<file path="src/hdl/sftx_pkg.sv">
// Shared types, constants and lookup functions for the six-frame codon translator.
package sftx_pkg;

    // Standard genetic code, indexed by a codon in AGCT coding (A=0, G=1, C=2, T=3).
    // The first letter of the string is the entry for codon 0.
    localparam logic [8*64-1:0] AMINO_TABLE =
        "KKNNRRSSTTTTIMIIEEDDGGGGAAAAVVVVQQHHRRRRPPPPLLLL**YY*WCCSSSSLLFF";

    localparam logic [7:0] AMBIG_CHAR     = 8'h58;
    localparam logic [1:0] AMBIG_HOLD     = 2'd3;
    localparam logic [1:0] LAST_PHASE     = 2'd2;
    localparam logic [1:0] SEEN_TO_EMIT   = 2'd2;

    // One result of the translator.
    typedef struct packed {
        logic [1:0] frame;
        logic [7:0] fwd_amino;
        logic [7:0] rev_amino;
    } sftx_result_t;

    // Decoded base: a valid flag and a 2-bit AGCT code.
    typedef struct packed {
        logic       valid;
        logic [1:0] code;
    } sftx_base_t;

    // Maps an ASCII byte to its base code; anything but A, G, C, T is ambiguous.
    function automatic sftx_base_t decode_base(input logic [7:0] c);
        sftx_base_t b;
        b.valid = 1'b1;
        b.code  = 2'd0;
        case (c)
            "A", "a": b.code = 2'd0;
            "G", "g": b.code = 2'd1;
            "C", "c": b.code = 2'd2;
            "T", "t": b.code = 2'd3;
            default:  b.valid = 1'b0;
        endcase
        return b;
    endfunction

    // Looks up the amino acid letter of a codon.
    function automatic logic [7:0] amino_lookup(input logic [5:0] codon);
        return AMINO_TABLE[{~codon, 3'b000} +: 8];
    endfunction

endpackage

</file>
<file path="src/hdl/sftx_codon_state.sv">
// Codon windows, frame phase and ambiguity tracking, with the amino acid lookup.
module sftx_codon_state
    import sftx_pkg::*;
(
    input  logic         aclk,
    input  logic         aresetn,
    input  logic         consume,
    input  logic [7:0]   base_char,
    input  logic         seq_start,
    output logic         emit,
    output sftx_result_t result
);

    logic [5:0] fwd_window_reg, fwd_window_next;
    logic [5:0] rev_window_reg, rev_window_next;
    logic [1:0] ambig_count_reg, ambig_count_next;
    logic [1:0] phase_reg, phase_next;
    logic [1:0] seen_reg, seen_next;

    logic [5:0] fwd_cur, rev_cur;
    logic [1:0] ambig_cur, phase_cur, seen_cur;
    sftx_base_t base;

    // A start flag makes the item see the reset state.
    always_comb begin
        if (seq_start) begin
            fwd_cur   = '0;
            rev_cur   = '0;
            ambig_cur = '0;
            phase_cur = '0;
            seen_cur  = '0;
        end else begin
            fwd_cur   = fwd_window_reg;
            rev_cur   = rev_window_reg;
            ambig_cur = ambig_count_reg;
            phase_cur = phase_reg;
            seen_cur  = seen_reg;
        end
    end

    // Shift the new base into both windows and update the counters.
    always_comb begin
        base            = decode_base(base_char);
        fwd_window_next = {fwd_cur[3:0], 2'b00};
        rev_window_next = {2'b00, rev_cur[5:2]};
        ambig_count_next = (ambig_cur != 2'd0) ? ambig_cur - 2'd1 : 2'd0;
        if (base.valid) begin
            fwd_window_next[1:0] = base.code;
            rev_window_next[5:4] = ~base.code;
        end else begin
            ambig_count_next = AMBIG_HOLD;
        end
        seen_next  = (seen_cur < SEEN_TO_EMIT) ? seen_cur + 2'd1 : seen_cur;
        phase_next = (phase_cur >= LAST_PHASE) ? 2'd0 : phase_cur + 2'd1;
    end

    // Result for the current item; valid only when emit is high.
    always_comb begin
        emit         = (seen_cur == SEEN_TO_EMIT);
        result.frame = phase_cur;
        if (ambig_count_next == 2'd0) begin
            result.fwd_amino = amino_lookup(fwd_window_next);
            result.rev_amino = amino_lookup(rev_window_next);
        end else begin
            result.fwd_amino = AMBIG_CHAR;
            result.rev_amino = AMBIG_CHAR;
        end
    end

    // Running state advances once per consumed item.
    always_ff @(posedge aclk) begin
        if (!aresetn) begin
            fwd_window_reg  <= '0;
            rev_window_reg  <= '0;
            ambig_count_reg <= '0;
            phase_reg       <= '0;
            seen_reg        <= '0;
        end else if (consume) begin
            fwd_window_reg  <= fwd_window_next;
            rev_window_reg  <= rev_window_next;
            ambig_count_reg <= ambig_count_next;
            phase_reg       <= phase_next;
            seen_reg        <= seen_next;
        end
    end

`ifndef ASSERT_OFF
    // The phase cycles through 0, 1 and 2 only.
    a_phase_range: assert property (@(posedge aclk) disable iff (!aresetn)
        phase_reg != 2'd3) else $error("phase left its range");

    // The base count saturates at two.
    a_seen_range: assert property (@(posedge aclk) disable iff (!aresetn)
        seen_reg != 2'd3) else $error("base count overran");

    // An ambiguous base always forces both letters to X on the same item.
    a_ambig_marks: assert property (@(posedge aclk) disable iff (!aresetn)
        (emit && !base.valid) |->
            (result.fwd_amino == AMBIG_CHAR && result.rev_amino == AMBIG_CHAR))
        else $error("ambiguous base not marked");
`endif

endmodule

</file>
<file path="src/hdl/six_frame_codon_translator.sv">
// Top level of the six-frame codon translator: input register, translation and result register.
//
// Usage:
//   The slave channel takes one ASCII nucleotide per transaction in s_tdata; s_tuser
//   set marks the first base of a new sequence and clears the running state.
//   A, G, C and T in either case are valid; any other byte is ambiguous.
//   From the third base of a sequence on, each base gives one master transaction:
//   m_tuser holds the reading frame (0 to 2), m_tdata the forward amino acid in the
//   low byte and the reverse-complement amino acid (for frame + 3) in the high byte.
//   Either letter reads 'X' while an ambiguous base is within the codon window.
//   The first two bases of a sequence give no transaction.
// Timing:
//   A base passes an input register and then the result register before its result
//   is presented. One base per cycle is sustained while m_tready stays high; the rate is set
//   by the combinational window update and 64-entry table lookup between the registers.
// Reset and stalls:
//   After reset both registers are empty and the state equals that after a start flag.
//   When the receiver holds m_tready low, the result register keeps its transaction,
//   one more base waits in the input register, and then s_tready drops. Bases that
//   give no result still drain while the output is stalled.
module six_frame_codon_translator
    import sftx_pkg::*;
(
    input  logic        aclk,
    input  logic        aresetn,
    input  logic        s_tvalid,
    output logic        s_tready,
    input  logic [7:0]  s_tdata,   // [7:0] base_char
    input  logic [0:0]  s_tuser,   // [0] seq_start
    output logic        m_tvalid,
    input  logic        m_tready,
    output logic [15:0] m_tdata,   // [7:0] fwd_amino, [15:8] rev_amino
    output logic [1:0]  m_tuser    // [1:0] frame
);

    logic         in_valid_reg;
    logic [7:0]   in_char_reg;
    logic         in_start_reg;
    logic         out_valid_reg;
    sftx_result_t out_result_reg;

    logic         emit;
    logic         consume;
    logic         out_free;
    sftx_result_t result;

    sftx_codon_state u_state (
        .aclk      (aclk),
        .aresetn   (aresetn),
        .consume   (consume),
        .base_char (in_char_reg),
        .seq_start (in_start_reg),
        .emit      (emit),
        .result    (result)
    );

    // An item leaves the input register when it gives no result or the output has room.
    assign out_free = !out_valid_reg || m_tready;
    assign consume  = in_valid_reg && (!emit || out_free);
    assign s_tready = !in_valid_reg || consume;

    // Input register control.
    always_ff @(posedge aclk) begin
        if (!aresetn) begin
            in_valid_reg <= 1'b0;
        end else if (s_tready) begin
            in_valid_reg <= s_tvalid;
        end
    end

    // Input register payload.
    always_ff @(posedge aclk) begin
        if (s_tvalid && s_tready) begin
            in_char_reg  <= s_tdata;
            in_start_reg <= s_tuser[0];
        end
    end

    // Result register control.
    always_ff @(posedge aclk) begin
        if (!aresetn) begin
            out_valid_reg <= 1'b0;
        end else if (out_free) begin
            out_valid_reg <= consume && emit;
        end
    end

    // Result register payload.
    always_ff @(posedge aclk) begin
        if (consume && emit) begin
            out_result_reg <= result;
        end
    end

    assign m_tvalid = out_valid_reg;
    assign m_tdata  = {out_result_reg.rev_amino, out_result_reg.fwd_amino};
    assign m_tuser  = out_result_reg.frame;

`ifndef ASSERT_OFF
    // The input side stalls only while a base is held in the input register.
    a_stall_has_item: assert property (@(posedge aclk) disable iff (!aresetn)
        !s_tready |-> in_valid_reg) else $error("stall without a pending item");
`endif

endmodule

</file>
<file path="config.mk">
export PLATFORM = sky130hd
export DESIGN_NAME = six_frame_codon_translator
export DESIGN_NICKNAME = d
export VERILOG_FILES = /design/src/hdl/sftx_pkg.sv /design/src/hdl/sftx_codon_state.sv /design/src/hdl/six_frame_codon_translator.sv
export SDC_FILE = /design/constraint.sdc
export NUM_CORES = 1
export LEC_CHECK = 0
export ABC_AREA = 1
export BUFFER_PORTS_ARGS = -buffer_cell sky130_fd_sc_hd__buf_2
export CAP_MARGIN = 20
export CORE_AREA = 8 8 89 91
export CTS_CLUSTER_SIZE = 16
export DETAILED_ROUTE_END_ITERATION = 8
export DIE_AREA = 0 0 97 99
export PLACE_DENSITY = 0.59
export SYNTH_ARGS = -nofsm -noshare
export SYNTH_HDL_FRONTEND = slang
export SYNTH_SLANG_ARGS = --single-unit
</file>
<file path="constraint.sdc">
create_clock -name aclk -period 2.1 [get_ports aclk]
set_input_delay 0 -clock aclk [delete_from_list [all_inputs] [get_ports aclk]]
set_output_delay 0 -clock aclk [all_outputs]
set_load 0.02 [all_outputs]
</file>
# After elaboration in Yosys (flattened, before gate mapping)
# Cells that the tools add are included.
op_classes:
  addsub: 3
  magnitude_cmp: 2
  eq_ne: 9
  n_shift: 2
  mux: 13
  bitwise_logic: 3
  reduce_logical: 15
op_table:
  columns: ["cell", "n"]
  rows:
  - ["variable part select 512 x 10 -> 8 bit (first input constant)", 2]
  - ["equality test 8 x 7 -> 1 bit (second input constant)", 8]
  - ["two-way mux 2 bit", 9]
  - ["inverter 6 bit", 2]
  - ["OR reduction 8 bit", 1]
  - ["two-way mux 6 bit", 1]
  - ["case mux 2 bit (3 select lines)", 1]
  - ["OR reduction 2 bit", 3]
  - ["adder 2 x 1 -> 2 bit (second input constant)", 2]
  - ["two-way mux 4 bit", 1]
  - ["logical AND 1 bit", 3]
  - ["zero test 1 bit", 3]
  - ["logical OR 1 bit", 3]
  - ["equality test 2 bit (second input constant)", 1]
  - ["greater-or-equal comparator 2 bit (second input constant)", 1]
  - ["zero test 2 bit", 1]
  - ["< comparator 2 bit (second input constant)", 1]
  - ["inverter 2 bit", 1]
  - ["nonzero test 2 bit", 1]
  - ["subtractor 2 x 1 -> 2 bit (second input constant)", 1]
  - ["two-way mux 1 bit", 1]
totals:
  reg_bits: 45
  in_bits: 13

# Logic depth before layout (Yosys ltp)
depth:
  word_depth: 7
  ltp_mapped: 12

# Modules after synthesis
# Synthesis repeated with hierarchy kept, for this count alone.
hier_totals:
  hier_cells: 299
  hier_area_um2: 2487.4
modules_own_cells:
  columns: ["mod", "n_inst", "cells_per_inst", "area_per_inst_um2"]
  rows:
  - ["sftx_codon_state", 1, 255, 1564.0]
  - ["six_frame_codon_translator", 1, 44, 923.4]

# Least setup slack after synthesis
# No wires, ideal clock.
synth_timing:
  path_kind: "register -> register"
  from: "register in_start_reg"
  to: "register out_result_reg, in the netlist m_tdata[0] (enable)"
  setup_time_ns: 0.364
  t_arrival_ns: 1.613
  t_required_ns: 1.736
  path_slack_ns: 0.123
  path_stages_with_launch: 10
  synth_period_minus_slack_ns: 1.977
  path_cell_list: "edfxtp_1 buf_6 inv_4 nand2_1 ha_1 nand3_1 nand2_1 inv_1 nand2_1 inv_1"
synth_via:
  elab_chain_cells: 6
synth_lines:
  columns: ["element", "line_no", "rtl"]
  rows:
  - ["start: declaration", "six_frame_codon_translator.sv:38", "logic in_start_reg;"]
  - ["start signal: assignment", "six_frame_codon_translator.sv:75", "in_start_reg <= s_tuser[0];"]
  - ["two-way mux 2 bit *", "sftx_codon_state.sv:26", "if (seq_start) begin"]
  - ["equality test 2 bit *", "sftx_codon_state.sv:59", "emit = (seen_cur == SEEN_TO_EMIT);"]
  - ["zero test 1 bit", "six_frame_codon_translator.sv:59", "assign consume = in_valid_reg && (!emit || out_free);"]
  - ["logical OR 1 bit", "six_frame_codon_translator.sv:59", null]
  - ["logical AND 1 bit", "six_frame_codon_translator.sv:59", null]
  - ["logical AND 1 bit *", "six_frame_codon_translator.sv:90", "if (consume && emit) begin"]
  - ["end signal: assignment", "six_frame_codon_translator.sv:91", "out_result_reg <= result;"]
  - ["end: declaration", "six_frame_codon_translator.sv:40", "sftx_result_t out_result_reg;"]
# Every way passes the cells marked *; elsewhere a longest branch is shown, timed or not.
# A chain may end at the register's enable or synchronous reset.

# Worst setup path after layout
layout_timing:
  from: "register in_start_reg"
  to: "register out_result_reg, in the netlist m_tdata[0] (data pin)"
layout_via:
  elab_cells_between_ends: 9
layout_lines:
  columns: ["element", "line_no", "rtl"]
  rows:
  - ["two-way mux 4 bit", "sftx_codon_state.sv:26", null]
  - ["net u_state.fwd_cur[0]", "sftx_codon_state.sv:20", "logic [5:0] fwd_cur, rev_cur;"]
  - ["inverter 6 bit", "sftx_pkg.sv:44", "return AMINO_TABLE[{~codon, 3'b000} +: 8];"]
  - ["variable part select 512 x 10 -> 8 bit", "sftx_pkg.sv:44", null]
# The timed path passes the listed nets, and every way through them passes these cells.

==> results.sh <==
export IMPL_status="completed"
export IMPL_path_buf_inv=2
export IMPL_yosysTopAreaCellShare=0.284
export IMPL_min_period_over_period=0.917
export IMPL_power_density_nw_per_um2=580
export IMPL_tns_ns=0
export IMPL_rsz0062_at_grt="no"
export IMPL_io_pins=33
export IMPL_place_ws_ns=0.212
export IMPL_max_freq_ghz=0.519
export IMPL_skew_ns=0.00640
export IMPL_cp_end_kind="register"
export IMPL_cp_slowest_cell="edfxtp_1"
export IMPL_routed_via_density=4.74
export IMPL_placed_cells=407
export IMPL_synth_top_cells_by_area="edfxtp_1 (28%), dfxtp_1 (13%), ha_1 (8.9%), nand2_1 (8.3%), inv_1 (6.1%)"
export IMPL_die_x_um=97
export IMPL_yosysMostFrequentCell="nand2_1"
export IMPL_power_uw=1750
export IMPL_hold_path_startpoint="aresetn"
export IMPL_fp_dieArea_um2=9600
export IMPL_clockBufferDepth=2
export IMPL_rrSetupSlack_ns=0.17
export IMPL_final_core_util=0.459
export IMPL_layoutNonFillerInstCount=424
export IMPL_design_core_area_um2=6570
export IMPL_drtPass1Iterations=4
export IMPL_synth_cell_type_count=38
export IMPL_avgRoutedWirePerCell_um=12.2
export IMPL_crit_chain="buf_4 > nor2_4 > inv_1 > ha_1 > or2_1 > nand2_1 > nand2_1 > nand3_1 > nand2_1 > a21oi_1"
export IMPL_die_h_um=99
export IMPL_ys_seq_area_frac=0.410
export IMPL_post_cts_buffers=0
export IMPL_clkLatencyLatePin_ns=0.30
export IMPL_postCtsResizedCells=0
export IMPL_syn_inst=297
export IMPL_drive_above_1_share=0.253
export IMPL_period_minus_slack_ns=1.93
export IMPL_maxCapViolCount=0
export IMPL_reg2regPathDepth=10
export IMPL_cp_arrival_ns=2.08
export IMPL_drtIter0Drc=69
export IMPL_p_leak_uw=0.00133
export IMPL_path_clk_slew_ns=0.08
export IMPL_grt_max_degree=17
export IMPL_synthArstFlopShare=0
export IMPL_gr_total_overflow=0
export IMPL_cts_tree="yes"
export IMPL_drt_wl_total_mm=5.17
export IMPL_htreeDepth=2
export IMPL_worst_path_max_fanout=7
export IMPL_hold_depth=3
export IMPL_synth_edf_count=24
export IMPL_p_seq_frac=0.504
export IMPL_grt_pass1_wl_mm=8.65
export IMPL_drv_slew=0
export IMPL_grt_usage=0.108
export IMPL_worst_endpoint_required_ns=2.25
export IMPL_rows=30
export IMPL_clkPwrFrac=0.357
export IMPL_dp_hpwl_mm=3.89
export IMPL_switchingPower_uw=456
export IMPL_setup_viol=0
export IMPL_ys_warn_count=0
export IMPL_antenna_found_initial=0
export IMPL_min_path_type="input port to register"
export IMPL_cp_startpoint="in_start_reg"
export IMPL_synth_top_area_cell="edfxtp_1"
export IMPL_largest_reg_flops=14
export IMPL_crit_family="simple AND/OR/NAND/NOR gates"
export IMPL_ir_drop_v=0.000377
export IMPL_antenna_cells=0
export IMPL_r2r_end="m_tdata[0]"
export IMPL_numCtsBuffers=5
export IMPL_critPathMaxStageDelay_ns=0.46
export IMPL_worstSetupPathType="register to register"
export IMPL_grt_pass1_vias=1873
export IMPL_finalNetCount=374
export IMPL_swShare=0.261
export IMPL_synth_flop_cell="edfxtp_1"
export IMPL_floorplan_initialDensity=0.387
export IMPL_syn_to_final_growth_pct=18.6
export IMPL_comb_power_share=0.139
export IMPL_portBuffers=29
export IMPL_syn_area_um2=2540
export IMPL_setup_slack_ns=0.173
export IMPL_num_vias=2009
export IMPL_place_congestion=0.838
export IMPL_ys_ff_latch=40
export IMPL_r2r_start="in_start_reg"
export IMPL_drtAntennaViolNets=0
export IMPL_hold_viol=0
export IMPL_p_int_uw=1290
export IMPL_worstSetupStartpointType="register"
export IMPL_hold_end="m_tvalid"
export IMPL_post_route_drc_count=0
export IMPL_clkSinkCount=40
export IMPL_synth_top_cells_by_count="nand2_1 (56), inv_1 (41), edfxtp_1 (24)"
export IMPL_avgSynthCellArea_um2=8.55
export IMPL_root_buffer="clkbuf_8"
export IMPL_crit_top_cell="nand2_1"
[per-stage QoR]
| stage | area, µm² | hold WS [ns] |
|---|---|---|
| 2_1_floorplan | 2540 | 0.0989 |
| 3_3_place_gp | 2810 | 0.176 |
| 3_5_place_dp | 2810 | 0.179 |
| 4_1_cts | 3010 | 0.00750 |
| 5_1_grt | 3010 | 0.0363 |
| 6_report | 3010 | 0.0145 |
[kinds of logic after synthesis]
| logic type | count (synthesis) | share of synthesized area |
|---|---|---|
| buf+inv | 60 | 0.105 |
| fa+ha+maj | 18 | 0.0887 |
| flops | 40 | 0.410 |
| simple gates | 119 | 0.258 |
| other cells | 1 | 0.00148 |
| compound gates | 59 | 0.136 |
[cell usage in the layout (no fill, tap or decap), drive strengths merged, types with 2 or more instances in the layout]
cell type,netlist,final
o211ai,4,4
ha,18,18
buf,5,35
conb,1,2
o21ai,26,26
nand4,2,2
dlygate4sd3,0,9
nand2,72,72
edfxtp,24,24
nor2,20,20
a21oi,23,23
a31oi,2,2
clkbuf,1,7
dfxtp,16,16
or2,2,2
inv,54,54
nand3,22,22
[what timing repair did]
action	CTS	global route
hold buffers	9	0
hold endpoints to repair	9	0
setup endpoints to repair	0	0
[layer usage]
metal | wire length, µm | up-vias | part of all wire | track usage
li1 | - | 1053 | - | -
met2 | 2260 | 49 | 0.44 | 0.170
met5 | 0 | - | 0 | 0
met3 | 294 | 7 | 0.057 | 0.0322
met4 | 73 | 0 | 0.014 | 0.0426
met1 | 2540 | 900 | 0.49 | 0.134
[layout make-up]
type / count / area, µm²
tap: 80 / 100
timing repair buffer: 44 / 293
sequential: 40 / 1040
clock inverter: 1 / 8.76
fill: 616 / 3560
inverter: 54 / 228
multi-input combinational: 198 / 1230
clock buffer: 7 / 108
[worst reg2reg max path, stage by stage, from the launching register on]
cell	delay, ns
edfxtp_1	0.46
buf_4	0.21
nor2_4	0.11
inv_1	0.14
ha_1	0.23
or2_1	0.25
nand2_1	0.09
nand2_1	0.05
nand3_1	0.06
nand2_1	0.05
a21oi_1	0.12
[worst max path at each step]
stage                             to  depth (start not counted)
after global routing      m_tdata[0]                         10
final                     m_tdata[0]                         10
after floorplan           m_tdata[0]                          9
after global placement    m_tdata[0]                         10
after detailed placement  m_tdata[0]                         10
after CTS                 m_tdata[0]                         10
[power groups by stage]
stage	sequential, µW	clock (µW)	combinational, µW
detailed placement	900	0	230
finish	881	625	243
floorplan	898	0	178
global route	885	670	275
CTS	881	642	244
global placement	898	0	227
No activity file was read; power rests on OpenSTA's default activity.
